### config.mk
export PLATFORM = sky130hd
export DESIGN_NAME = lts_step
export DESIGN_NICKNAME = d
export VERILOG_FILES = /design/src/hw/rtl/lts_pkg.sv /design/src/hw/rtl/lts_step.sv
export SDC_FILE = /design/constraint.sdc
export NUM_CORES = 1
export LEC_CHECK = 0
export ABC_AREA = 1
export BUFFER_PORTS_ARGS = -buffer_cell sky130_fd_sc_hd__buf_2
export CAP_MARGIN = 5
export CORE_ASPECT_RATIO = 0.9
export CORE_UTILIZATION = 47
export DETAILED_ROUTE_END_ITERATION = 10
export PLACE_DENSITY = 0.86
export REMOVE_ABC_BUFFERS = 1
export SLEW_MARGIN = 20
export SYNTH_ARGS = -nofsm -noshare
export SYNTH_HDL_FRONTEND = slang
export SYNTH_SLANG_ARGS = --single-unit
### constraint.sdc
create_clock -name vclk -period 2.3
set_input_delay 0.345 -clock vclk [all_inputs]
set_output_delay 0.345 -clock vclk [all_outputs]
set_load 0.02 [all_outputs]
### src/hw/rtl/lts_pkg.sv
package lts_pkg;

    localparam int MaxLine = 1024;
    localparam int ColW    = $clog2(MaxLine + 1);   // end column, 0..MaxLine
    localparam int StartW  = $clog2(MaxLine);       // start column, 0..MaxLine-1

    localparam logic [ColW-1:0]   ColMax   = ColW'(MaxLine);
    localparam logic [StartW-1:0] StartMax = StartW'(MaxLine - 1);

    typedef enum logic [3:0] {
        M_IDLE    = 4'd0,
        M_IDENT   = 4'd1,
        M_INT     = 4'd2,
        M_FRAC    = 4'd3,
        M_EQ      = 4'd4,
        M_LT      = 4'd5,
        M_GT      = 4'd6,
        M_BANG    = 4'd7,
        M_COMMENT = 4'd8,
        M_DEAD    = 4'd9
    } t_mode;

    // token kinds
    localparam logic [3:0] KindIdent  = 4'd0;
    localparam logic [3:0] KindNumber = 4'd1;
    localparam logic [3:0] KindSemi   = 4'd2;
    localparam logic [3:0] KindLparen = 4'd3;
    localparam logic [3:0] KindRparen = 4'd4;
    localparam logic [3:0] KindPrint  = 4'd5;
    localparam logic [3:0] KindOper   = 4'd6;
    localparam logic [3:0] KindComma  = 4'd7;
    localparam logic [3:0] KindLbrace = 4'd8;
    localparam logic [3:0] KindRbrace = 4'd9;
    localparam logic [3:0] KindError  = 4'd10;
    localparam logic [3:0] KindEol    = 4'd11;

    // operator codes
    localparam logic [3:0] OpNone = 4'd0;
    localparam logic [3:0] OpMul  = 4'd0;
    localparam logic [3:0] OpDiv  = 4'd1;
    localparam logic [3:0] OpAdd  = 4'd2;
    localparam logic [3:0] OpSub  = 4'd3;
    localparam logic [3:0] OpPow  = 4'd4;
    localparam logic [3:0] OpAsg  = 4'd5;
    localparam logic [3:0] OpEq   = 4'd6;
    localparam logic [3:0] OpLt   = 4'd7;
    localparam logic [3:0] OpLe   = 4'd8;
    localparam logic [3:0] OpGt   = 4'd9;
    localparam logic [3:0] OpGe   = 4'd10;
    localparam logic [3:0] OpNe   = 4'd11;

    // character codes
    localparam logic [7:0] ChTab    = 8'd9;
    localparam logic [7:0] ChCr     = 8'd13;
    localparam logic [7:0] ChSpace  = 8'd32;
    localparam logic [7:0] ChLbrack = 8'h5B;
    localparam logic [7:0] ChSemi   = 8'h3B;
    localparam logic [7:0] ChLparen = 8'h28;
    localparam logic [7:0] ChRparen = 8'h29;
    localparam logic [7:0] ChHash   = 8'h23;
    localparam logic [7:0] ChComma  = 8'h2C;
    localparam logic [7:0] ChLbrace = 8'h7B;
    localparam logic [7:0] ChRbrace = 8'h7D;
    localparam logic [7:0] ChStar   = 8'h2A;
    localparam logic [7:0] ChSlash  = 8'h2F;
    localparam logic [7:0] ChPlus   = 8'h2B;
    localparam logic [7:0] ChMinus  = 8'h2D;
    localparam logic [7:0] ChCaret  = 8'h5E;
    localparam logic [7:0] ChEqual  = 8'h3D;
    localparam logic [7:0] ChLess   = 8'h3C;
    localparam logic [7:0] ChGreat  = 8'h3E;
    localparam logic [7:0] ChBang   = 8'h21;
    localparam logic [7:0] ChDot    = 8'h2E;
    localparam logic [7:0] ChQuote  = 8'h27;
    localparam logic [7:0] ChUnder  = 8'h5F;
    localparam logic [7:0] ChZero   = 8'h30;
    localparam logic [7:0] ChNine   = 8'h39;
    localparam logic [7:0] ChLowA   = 8'h61;
    localparam logic [7:0] ChLowZ   = 8'h7A;
    localparam logic [7:0] ChUpA    = 8'h41;
    localparam logic [7:0] ChUpZ    = 8'h5A;

    typedef struct packed {
        logic        action;
        logic [7:0]  char_code;
        logic [15:0] line_no;
    } t_in_item;

    typedef struct packed {
        logic [3:0]        token_kind;
        logic [3:0]        op_code;
        logic [StartW-1:0] start_col;
        logic [ColW-1:0]   end_col;
        logic [15:0]       token_line;
        logic              last_of_run;
    } t_out_item;

    typedef struct packed {
        t_mode             mode;
        logic [StartW-1:0] tok_start;
        logic [ColW-1:0]   column;
    } t_scan_state;

    typedef struct packed {
        logic [1:0]  cnt;
        t_out_item   res0;
        t_out_item   res1;
        t_scan_state nxt;
    } t_step_out;

endpackage

### src/hw/rtl/lts_step.sv
module lts_step
    import lts_pkg::*;
(
    input  t_scan_state i_state,
    input  t_in_item    i_item,
    output t_step_out   o_step
);

    function automatic logic f_is_digit(input logic [7:0] c);
        return (c >= ChZero) && (c <= ChNine);
    endfunction

    function automatic logic f_is_alpha(input logic [7:0] c);
        return ((c >= ChLowA) && (c <= ChLowZ)) || ((c >= ChUpA) && (c <= ChUpZ))
            || (c == ChUnder);
    endfunction

    function automatic logic f_is_space(input logic [7:0] c);
        return ((c >= ChTab) && (c <= ChCr)) || (c == ChSpace);
    endfunction

    function automatic t_out_item f_res(input logic [3:0] kind, input logic [3:0] op,
                                        input logic [StartW-1:0] s,
                                        input logic [ColW-1:0] e,
                                        input logic [15:0] line);
        t_out_item r;
        r.token_kind  = kind;
        r.op_code     = op;
        r.start_col   = s;
        r.end_col     = e;
        r.token_line  = line;
        r.last_of_run = 1'b0;
        return r;
    endfunction

    logic [ColW-1:0]   pos;
    logic [ColW-1:0]   e2;
    logic [StartW-1:0] s_here;
    logic [ColW-1:0]   s_end;      // pending start + 1
    logic [7:0]        c;
    logic [15:0]       line;
    logic              done;

    // pending-token flush
    logic              fl_v;
    t_out_item         fl_r;

    // fresh character: single-char token, error, or start of a longer token
    logic              fr_v;
    t_out_item         fr_r;
    t_mode             fr_mode;
    logic              fr_start;

    // token finished in place (two-char ops, bang)
    logic              dn_v;
    t_out_item         dn_r;
    t_mode             dn_mode;

    logic              sec_v;
    t_out_item         sec_r;

    assign c      = i_item.char_code;
    assign line   = i_item.line_no;
    assign pos    = i_state.column;
    assign e2     = (pos >= ColMax) ? ColMax : pos + ColW'(1);
    assign s_here = (pos > ColW'(StartMax)) ? StartMax : pos[StartW-1:0];
    assign s_end  = ColW'(i_state.tok_start) + ColW'(1);

    always_comb begin
        fl_v    = 1'b1;
        fl_r    = f_res(KindIdent, OpNone, i_state.tok_start, pos, line);
        unique case (i_state.mode)
            M_IDENT: fl_r = f_res(KindIdent, OpNone, i_state.tok_start, pos, line);
            M_INT, M_FRAC: fl_r = f_res(KindNumber, OpNone, i_state.tok_start, pos, line);
            M_EQ: fl_r = f_res(KindOper, OpAsg, i_state.tok_start, s_end, line);
            M_LT: fl_r = f_res(KindOper, OpLt, i_state.tok_start, s_end, line);
            M_GT: fl_r = f_res(KindOper, OpGt, i_state.tok_start, s_end, line);
            M_BANG: fl_r = f_res(KindError, OpNone, i_state.tok_start, s_end, line);
            default: fl_v = 1'b0;
        endcase
    end

    always_comb begin
        fr_v     = 1'b0;
        fr_mode  = M_IDLE;
        fr_start = 1'b0;
        fr_r     = f_res(KindError, OpNone, s_here, e2, line);
        if (f_is_space(c)) begin
            fr_v = 1'b0;
        end else if (c == ChLbrack) begin
            fr_mode = M_COMMENT;
        end else if (f_is_alpha(c)) begin
            fr_mode  = M_IDENT;
            fr_start = 1'b1;
        end else if (f_is_digit(c)) begin
            fr_mode  = M_INT;
            fr_start = 1'b1;
        end else begin
            fr_v = 1'b1;
            unique case (c)
                ChSemi:   fr_r = f_res(KindSemi, OpNone, s_here, e2, line);
                ChLparen: fr_r = f_res(KindLparen, OpNone, s_here, e2, line);
                ChRparen: fr_r = f_res(KindRparen, OpNone, s_here, e2, line);
                ChHash:   fr_r = f_res(KindPrint, OpNone, s_here, e2, line);
                ChComma:  fr_r = f_res(KindComma, OpNone, s_here, e2, line);
                ChLbrace: fr_r = f_res(KindLbrace, OpNone, s_here, e2, line);
                ChRbrace: fr_r = f_res(KindRbrace, OpNone, s_here, e2, line);
                ChStar:   fr_r = f_res(KindOper, OpMul, s_here, e2, line);
                ChSlash:  fr_r = f_res(KindOper, OpDiv, s_here, e2, line);
                ChPlus:   fr_r = f_res(KindOper, OpAdd, s_here, e2, line);
                ChMinus:  fr_r = f_res(KindOper, OpSub, s_here, e2, line);
                ChCaret:  fr_r = f_res(KindOper, OpPow, s_here, e2, line);
                ChEqual: begin
                    fr_v = 1'b0; fr_mode = M_EQ; fr_start = 1'b1;
                end
                ChLess: begin
                    fr_v = 1'b0; fr_mode = M_LT; fr_start = 1'b1;
                end
                ChGreat: begin
                    fr_v = 1'b0; fr_mode = M_GT; fr_start = 1'b1;
                end
                ChBang: begin
                    fr_v = 1'b0; fr_mode = M_BANG; fr_start = 1'b1;
                end
                default: fr_mode = M_DEAD;   // unknown byte: error, drop rest of line
            endcase
        end
    end

    // character consumed by the current mode without a fresh start
    always_comb begin
        done    = 1'b0;
        dn_v    = 1'b0;
        dn_mode = i_state.mode;
        dn_r    = f_res(KindOper, OpNe, i_state.tok_start, e2, line);
        unique case (i_state.mode)
            M_IDENT: done = f_is_alpha(c) || f_is_digit(c) || (c == ChQuote);
            M_INT: begin
                done = f_is_digit(c) || (c == ChDot);
                if (c == ChDot) dn_mode = M_FRAC;
            end
            M_FRAC: done = f_is_digit(c);
            M_EQ, M_LT, M_GT: begin
                if (c == ChEqual) begin
                    done    = 1'b1;
                    dn_v    = 1'b1;
                    dn_mode = M_IDLE;
                    if (i_state.mode == M_EQ) begin
                        dn_r = f_res(KindOper, OpEq, i_state.tok_start, e2, line);
                    end else if (i_state.mode == M_LT) begin
                        dn_r = f_res(KindOper, OpLe, i_state.tok_start, e2, line);
                    end else begin
                        dn_r = f_res(KindOper, OpGe, i_state.tok_start, e2, line);
                    end
                end
            end
            M_BANG: begin
                done = 1'b1;
                dn_v = 1'b1;
                if (c == ChEqual) begin
                    dn_mode = M_IDLE;
                end else begin
                    dn_r    = f_res(KindError, OpNone, i_state.tok_start, s_end, line);
                    dn_mode = M_DEAD;
                end
            end
            M_COMMENT, M_DEAD: done = 1'b1;
            default: done = 1'b0;
        endcase
    end

    always_comb begin
        if (i_item.action) begin
            sec_v = 1'b1;
            sec_r = f_res(KindEol, OpNone, s_here, pos, line);
        end else if (done) begin
            sec_v = dn_v;
            sec_r = dn_r;
        end else begin
            sec_v = fr_v;
            sec_r = fr_r;
        end
    end

    // next state, then results: flush (if any) comes first, then the second source
    always_comb begin
        logic first_v;
        o_step.nxt = i_state;
        if (i_item.action) begin
            o_step.nxt.mode      = M_IDLE;
            o_step.nxt.tok_start = '0;
            o_step.nxt.column    = '0;
        end else begin
            o_step.nxt.column = e2;
            if (done) begin
                o_step.nxt.mode = dn_mode;
            end else begin
                o_step.nxt.mode = fr_mode;
                if (fr_start) o_step.nxt.tok_start = s_here;
            end
        end

        first_v = fl_v && (i_item.action || !done);
        o_step.cnt  = 2'(first_v) + 2'(sec_v);
        o_step.res0 = first_v ? fl_r : sec_r;
        o_step.res0.last_of_run = !(first_v && sec_v);
        o_step.res1 = sec_r;
        o_step.res1.last_of_run = 1'b1;
    end

endmodule

# Word-level counts from Yosys, hierarchy flattened
# Cells that the tools add are included.
# word_totals
out_inout_bits	119
in_bits	50
regBits	0
# classes
n_reduce_logical	21
mux	45
eq_ne	30
addsub	3
magnitude_cmp	10
# op_table
op	count
46-bit one-hot mux with 12 select lines	1
46-bit 2-to-1 mux	8
46-bit one-hot mux with 5 select lines	1
8-bit by 6-bit == test with 1-bit output, second input constant	16
46-bit one-hot mux with 2 select lines	1
42-bit 2-to-1 mux	2
8-bit by 7-bit == test with 1-bit output, second input constant	5
40-bit 2-to-1 mux	1
4-bit 2-to-1 mux	8
10-bit 2-to-1 mux	3
25-bit 2-to-1 mux	1
4-bit one-hot mux with 5 select lines	1
4-bit by 3-bit == test with 1-bit output, second input constant	4
8-bit by 7-bit >= comparator with 1-bit output, second input constant	2
8-bit by 7-bit less-or-equal comparator with 1-bit output, second input constant	2
1-bit 2-to-1 mux	14
4-bit one-hot mux with 3 select lines	1
12-bit OR reduction	1
10-bit by 1-bit adder with 11-bit output, second input constant	1
11-bit by 1-bit adder with 11-bit output, second input constant	1
11-bit >= comparator, second input constant	1
11-bit by 10-bit > comparator with 1-bit output, second input constant	1
11-bit 2-to-1 mux	1
4-bit by 2-bit == test with 1-bit output, second input constant	2
16 further kinds	30

# Depth between registers and ports, before layout
# Gate-level depths: netlist of the first run.
# depth
word_depth	12
depth_mapped	15
mapped_depth_nobuf	14

# Least setup slack after synthesis of the first run
# No wires, ideal clock.
# synth_timing
kind	in2out
start	input port i_state[23] in the netlist's numbering
end	output port o_step[22] in the netlist's numbering
path_slack_ns	-0.004
t_arrival_ns	1.959
path_stages	12
t_required_ns	1.955
n_path_buf	1
cell_sequence	inv_1 nand2_1 nor2_1 inv_1 nor2_1 nand2_1 nand2_2 nor2_8 nand2_8 nand2_4 buf_2 o21ai_0
# synth_lines
element	line_no	text
start: declaration	lts_step.sv:4	input t_scan_state i_state,
end: declaration	lts_step.sv:6	output t_step_out o_step

==> results of run 1 <==
[final timing paths]
check | end | cells past startpoint
worst min-delay path | o_step[37] | 0
worst max-delay path | o_step[22] | 13
[final cells by class]
class | count | area [µm²]
inverters | 67 | 277
multi-input cells | 482 | 2510
well taps | 70 | 87.6
repair inverters | 1 | 8.76
repair buffers | 219 | 1590
fillers | 425 | 1290
[logic make-up after synthesis]
family,Yosys count,share of synthesized area
simple gates,402,0.613
buf+inv,120,0.218
compound gates,71,0.136
fa+ha+maj,5,0.0220
xor+xnor,3,0.00924
other cells,1,0.00132
[through the flow]
stage,cells,util,cell area (µm²),setup slack (ps)
final,839,0.776,4470,-46.2
after global routing,839,0.776,4470,-104
after CTS,828,0.681,3920,-3.70
after detailed placement,827,0.669,3850,-174
after global placement,827,0.669,3850,-75.9
after floorplan,549,-,2480,-396
[layer usage]
metal | GRT usage | up-vias | routed length (µm)
li1 | - | 2229 | -
met3 | 0.0932 | 75 | 2250
met1 | 0.552 | 2165 | 5470
met4 | 0.0498 | 0 | 418
met5 | 0.0530 | - | 0
met2 | 0.547 | 482 | 5940
[power breakdown]
part / switching, mW / total, mW / internal [mW]
Sequential: 0 / 0 / 0
Clock: 0 / 0 / 0
Combinational: 0.691 / 1.13 / 0.444
Total: 0.691 / 1.13 / 0.444
[synthesized netlist by cell type, types with 6 or more instances]
master | n | share of area
nand4_1 | 8 | 0.018
nand2_1 | 228 | 0.30
nor2_1 | 63 | 0.083
buf_4 | 35 | 0.092
a21oi_1 | 27 | 0.047
o21ai_0 | 28 | 0.049
nor3_1 | 8 | 0.014
clkbuf_1 | 10 | 0.013
inv_1 | 59 | 0.078
inv_2 | 6 | 0.0079
and2_1 | 10 | 0.022
nand3_1 | 69 | 0.12
[timing repair]
item                       in CTS  in global routing
pin swaps                       5                 21
resized for setup              18                144
setup endpoints to repair      58                 62
cloned                          0                  3
setup buffers                   1                  8
==> key figures, run 1 <==
Run status
  – Status: finished with violations
  – Failing checks: design-rule violations, negative setup slack

Cells and area
  – Ant diodes: 0
  – Layout Nets: 826
  – Most common cell after layout, fill and taps aside: nand2_1
  – Layout cells sized above 1: 0.402
  – Seq_cells: 0
  – P&R area growth vs syn: 57.1%
  – Register Area: 0 µm²
  – Most frequent cells in the layout: 201 x nand2_1, 92 x buf_4, 92 x buf_2
  – Clkbuf count: 0

Setup path
  – CP most frequent cell: nand2_2
  – Crit path from: i_item[21]
  – Setup crit start kind: primary input
  – Crit. End Element: output port
  – WP data required: 1960 ps
  – Kind of critical path: primary input to output port
  – Worst path max stage delay: 230 ps
  – Critical path buffer and inverter count: 2
  – Crit Path Max Fanout: 6
  – Crit path cell chain: buf_4 > nand2_2 > nor2_4 > nand2_2 > nand2_1 > nand2_2 > nand2_4 > nor2_8 > nand2_8 > nor2_1 > o21ai_0 > o21ai_0 > buf_2
  – CP max-delay cell: nor2_1
  – Family with the most delay on the worst path: simple AND/OR/NAND/NOR gates
  – Crit path DAT: 2000 ps

Global route
  – Largest net degree at the start of global routing: 24
  – Antenna violations before repair: 0
  – Global route overflow: 0
  – Gr usage total: 0.373
  – Vias in the first global route: 3794
  – First-pass GRT wire length: 19100 µm

Power and ir drop
  – Design Power: 1.13 mW
  – VDD IR-drop max: 0.190 mV
  – PD cells: 254 nW/µm²
  – P_leak: 2.58 nW

Timing
  – Unrepaired setup endpoints after global routing: yes
  – Final setup viols: 4
  – Fin crit share: 1.02
  – Setup total negative slack: -83.7 ps
  – Crit path time final: 2350 ps
  – Pins Over Slew Limit: 0
  – Final worst slack: -46.2 ps
  – Hold violation count in the final report: 0
  – Max Freq: 426 MHz
  – Min Hold Slack: 690 ps

Floorplanning
  – Die area: 6370 µm²
  – Core box area: 5760 µm²
  – Die Height: 75.8 µm
  – Initial core utilization: 0.494
  – Row cnt: 26
  – Ports: 169
  – Die width: 84.0 µm

Placed design
  – GPL Wtd Cong: 0.992
  – I/O Buffers: 120
  – Hpwl dp: 10500 µm

Clock network
  – Hold buffers post-CTS: 0

Synth
  – Syn_area_per_cell: 4.73 µm²
  – Yosys warns: 0
  – Synthesized area: 2850 µm²
  – Synth Instances: 602
  – Synth unique cells: 35
  – Sequential share of the synthesized area: 0

Route
  – Drt pass-1 iters: 9
  – Final wirelength: 14100 µm
  – DRT antenna net count: 0
  – DRC Markers: 10
  – Initial drt markers: 702
  – Drt wl/cell: 16.8 µm
  – Via count: 4951
  – Drt via density: 5.90

Worst hold path
  – Hold path start: i_item[11]
  – Worst Hold Class: primary input to output port

Flow run
  – Maximum capacitance violations: 0
Power figures use the tool's default switching activity.
==> run 2, diff against run 1 <==
- CELL_PAD_IN_SITES_DETAIL_PLACEMENT: not set -> 0
- CELL_PAD_IN_SITES_GLOBAL_PLACEMENT: not set -> 1
- CORE_UTILIZATION: 47 -> 28
- PLACE_DENSITY: 0.86 -> not set
- PLACE_DENSITY_LB_ADDON: not set -> 0.1
- SETUP_SLACK_MARGIN: not set -> 0.2
==> key figures, run 2 (synthesis results as in run 1) <==
Run status
  – Status: finished with violations
  – Failing checks: negative setup slack

Route
  – Drt via density: 5.08 (-14%)
  – Drt pass-1 iters: 4 (-5)
  – Final wirelength: 15400 µm (+9.7%)
  – Via count: 4737 (-4.3%)
  – DRT antenna net count: 0 (unchanged)
  – Drt wl/cell: 16.6 µm (-1.2%)
  – DRC Markers: 0 (-10)
  – Initial drt markers: 313 (-55%)

Floorplanning
  – Die width: 108 µm (+29%)
  – Row cnt: 34 (+31%)
  – Die Height: 97.6 µm (+29%)
  – Die area: 10600 µm² (+66%)
  – Core box area: 9780 µm² (+70%)
  – Initial core utilization: 0.291 (-0.203)
  – Ports: 169 (unchanged)

Worst hold path
  – Min-Delay Endpoint: o_step[26]
  – Hold Crit Depth: 0 (unchanged)
  – Hold path start: i_item[0]
  – Worst Hold Class: primary input to output port

Timing
  – Final worst slack: -33.1 ps (+13.2 ps)
  – Setup total negative slack: -94.5 ps (-10.8 ps)
  – Max Freq: 429 MHz (+0.56%)
  – Fin crit share: 1.01 (-0.00572)
  – Crit path time final: 2330 ps (-13.2 ps)
  – Hold violation count in the final report: 0 (unchanged)
  – Unrepaired setup endpoints after global routing: yes
  – Pins Over Slew Limit: 0 (unchanged)
  – Final setup viols: 7 (+3)

Cells and area
  – Area of the multi-input gates: 3180 µm² (+27%)
  – Fillers: 960 (+130%)
  – Non-filler instance count after layout: 932 (+11%)
  – Register Area: 0 µm² (unchanged)
  – Layout cells sized above 1: 0.596 (+0.194)
  – Layout Nets: 863 (+4.5%)
  – Clkbuf count: 0 (unchanged)
  – Ant diodes: 0 (unchanged)
  – Most frequent cells in the layout: 127 x nand2_1, 114 x buf_4, 83 x buf_6
  – Most common cell after layout, fill and taps aside: nand2_1
  – P&R area growth vs syn: 111%
  – Seq_cells: 0 (unchanged)
  – Final Instance Area: 6000 µm² (+34%)

Global route
  – Vias in the first global route: 4287 (+13%)
  – Antenna violations before repair: 0 (unchanged)
  – Largest net degree at the start of global routing: 23 (-4.2%)
  – Gr usage total: 0.273 (-0.100)
  – First-pass GRT wire length: 23000 µm (+21%)
  – Global route overflow: 0 (unchanged)

Setup path
  – Worst path max stage delay: 180 ps (-50 ps)
  – Crit path cell chain: buf_6 > inv_2 > nand2_1 > nor2_2 > buf_6 > nand2_2 > nand2_1 > nand2_1 > nand2_2 > nor2_8 > nand2_8 > buf_12 > buf_6 > nor2_4 > nand4_1 > nand2_1 > buf_6
  – Crit path DAT: 1990 ps (about the same)
  – WP data required: 1960 ps (about the same)
  – Crit. End Element: output port
  – Kind of critical path: primary input to output port
  – Setup crit start kind: primary input
  – CP max-delay cell: nand4_1
  – Crit Path Max Fanout: 5 (-1)

Placed design
  – Post-DP Area: 4050 µm² (+5.0%)
  – Hpwl dp: 11200 µm (+6.2%)
  – GPL Wtd Cong: 0.902 (-9.1%)
  – Placed Cells: 896 (+8.3%)
  – I/O Buffers: 120 (unchanged)

Power and ir drop
  – PD cells: 252 nW/µm² (-0.67%)
  – P_leak: 3.15 nW (+22%)
  – VDD IR-drop max: 0.155 mV (-19%)
  – Design Power: 1.51 mW (+33%)

Clock network
  – Hold buffers post-CTS: 0 (unchanged)

Flow run
  – Maximum capacitance violations: 0 (unchanged)
[run 2: changes by cell type in the layout (fill, tap and decap cells not counted), sizes merged]
cell,change
clkbuf,+1
clkinv,-1
buf,+37
[run 2: worst max path at each step]
stage           startpoint     endpoint
2_1_floorplan  i_state[23]   o_step[91]
3_3_place_gp    i_item[16]  o_step[117]
5_1_grt        i_state[24]   o_step[24]
3_5_place_dp    i_item[17]  o_step[117]
4_1_cts         i_item[22]   o_step[24]
6_report        i_item[20]   o_step[24]
[run 2: report_power, final]
group | switching (mW) | internal (mW) | total, mW
registers | 0 | 0 | 0
logic | 0.824 | 0.690 | 1.51
clock network | 0 | 0 | 0
total | 0.824 | 0.690 | 1.51
[run 2: repair_timing]
action,CTS,global route
hold endpoints to repair,0,0
buffers inserted,28,4
resized for setup,301,168
endpoints found under the setup margin,74,76
pin swaps,29,80
cloned,2,2
[run 2: cell type report]
| class | count | area share |
|---|---|---|
| Multi-Input combinational cell | 482 | 0.530 |
| Timing Repair Buffer | 257 | 0.398 |
| Inverter | 67 | 0.0465 |
| Tap cell | 126 | 0.0263 |
[run 2: worst max-delay path: cells and delay by family]
family        cells  cell delay [ps]
buf+inv           6              630
simple gates     11             1020
[run 2: metrics by stage]
step	hold slack (ps)	setup slack, ps	utilization
after detailed placement	690	-165	0.414
after CTS	690	-4.74	0.543
after global placement	690	-138	0.414
after global routing	690	-140	0.613
final	690	-33.1	0.613
after floorplan	690	-396	-
[run 2: metal layers]
| layer | track usage | part of all wire |
|---|---|---|
| met3 | 0.0389 | 0.095 |
| met4 | 0.0156 | 0.0062 |
| met5 | 0.0255 | 0 |
| met2 | 0.378 | 0.42 |
| met1 | 0.446 | 0.47 |
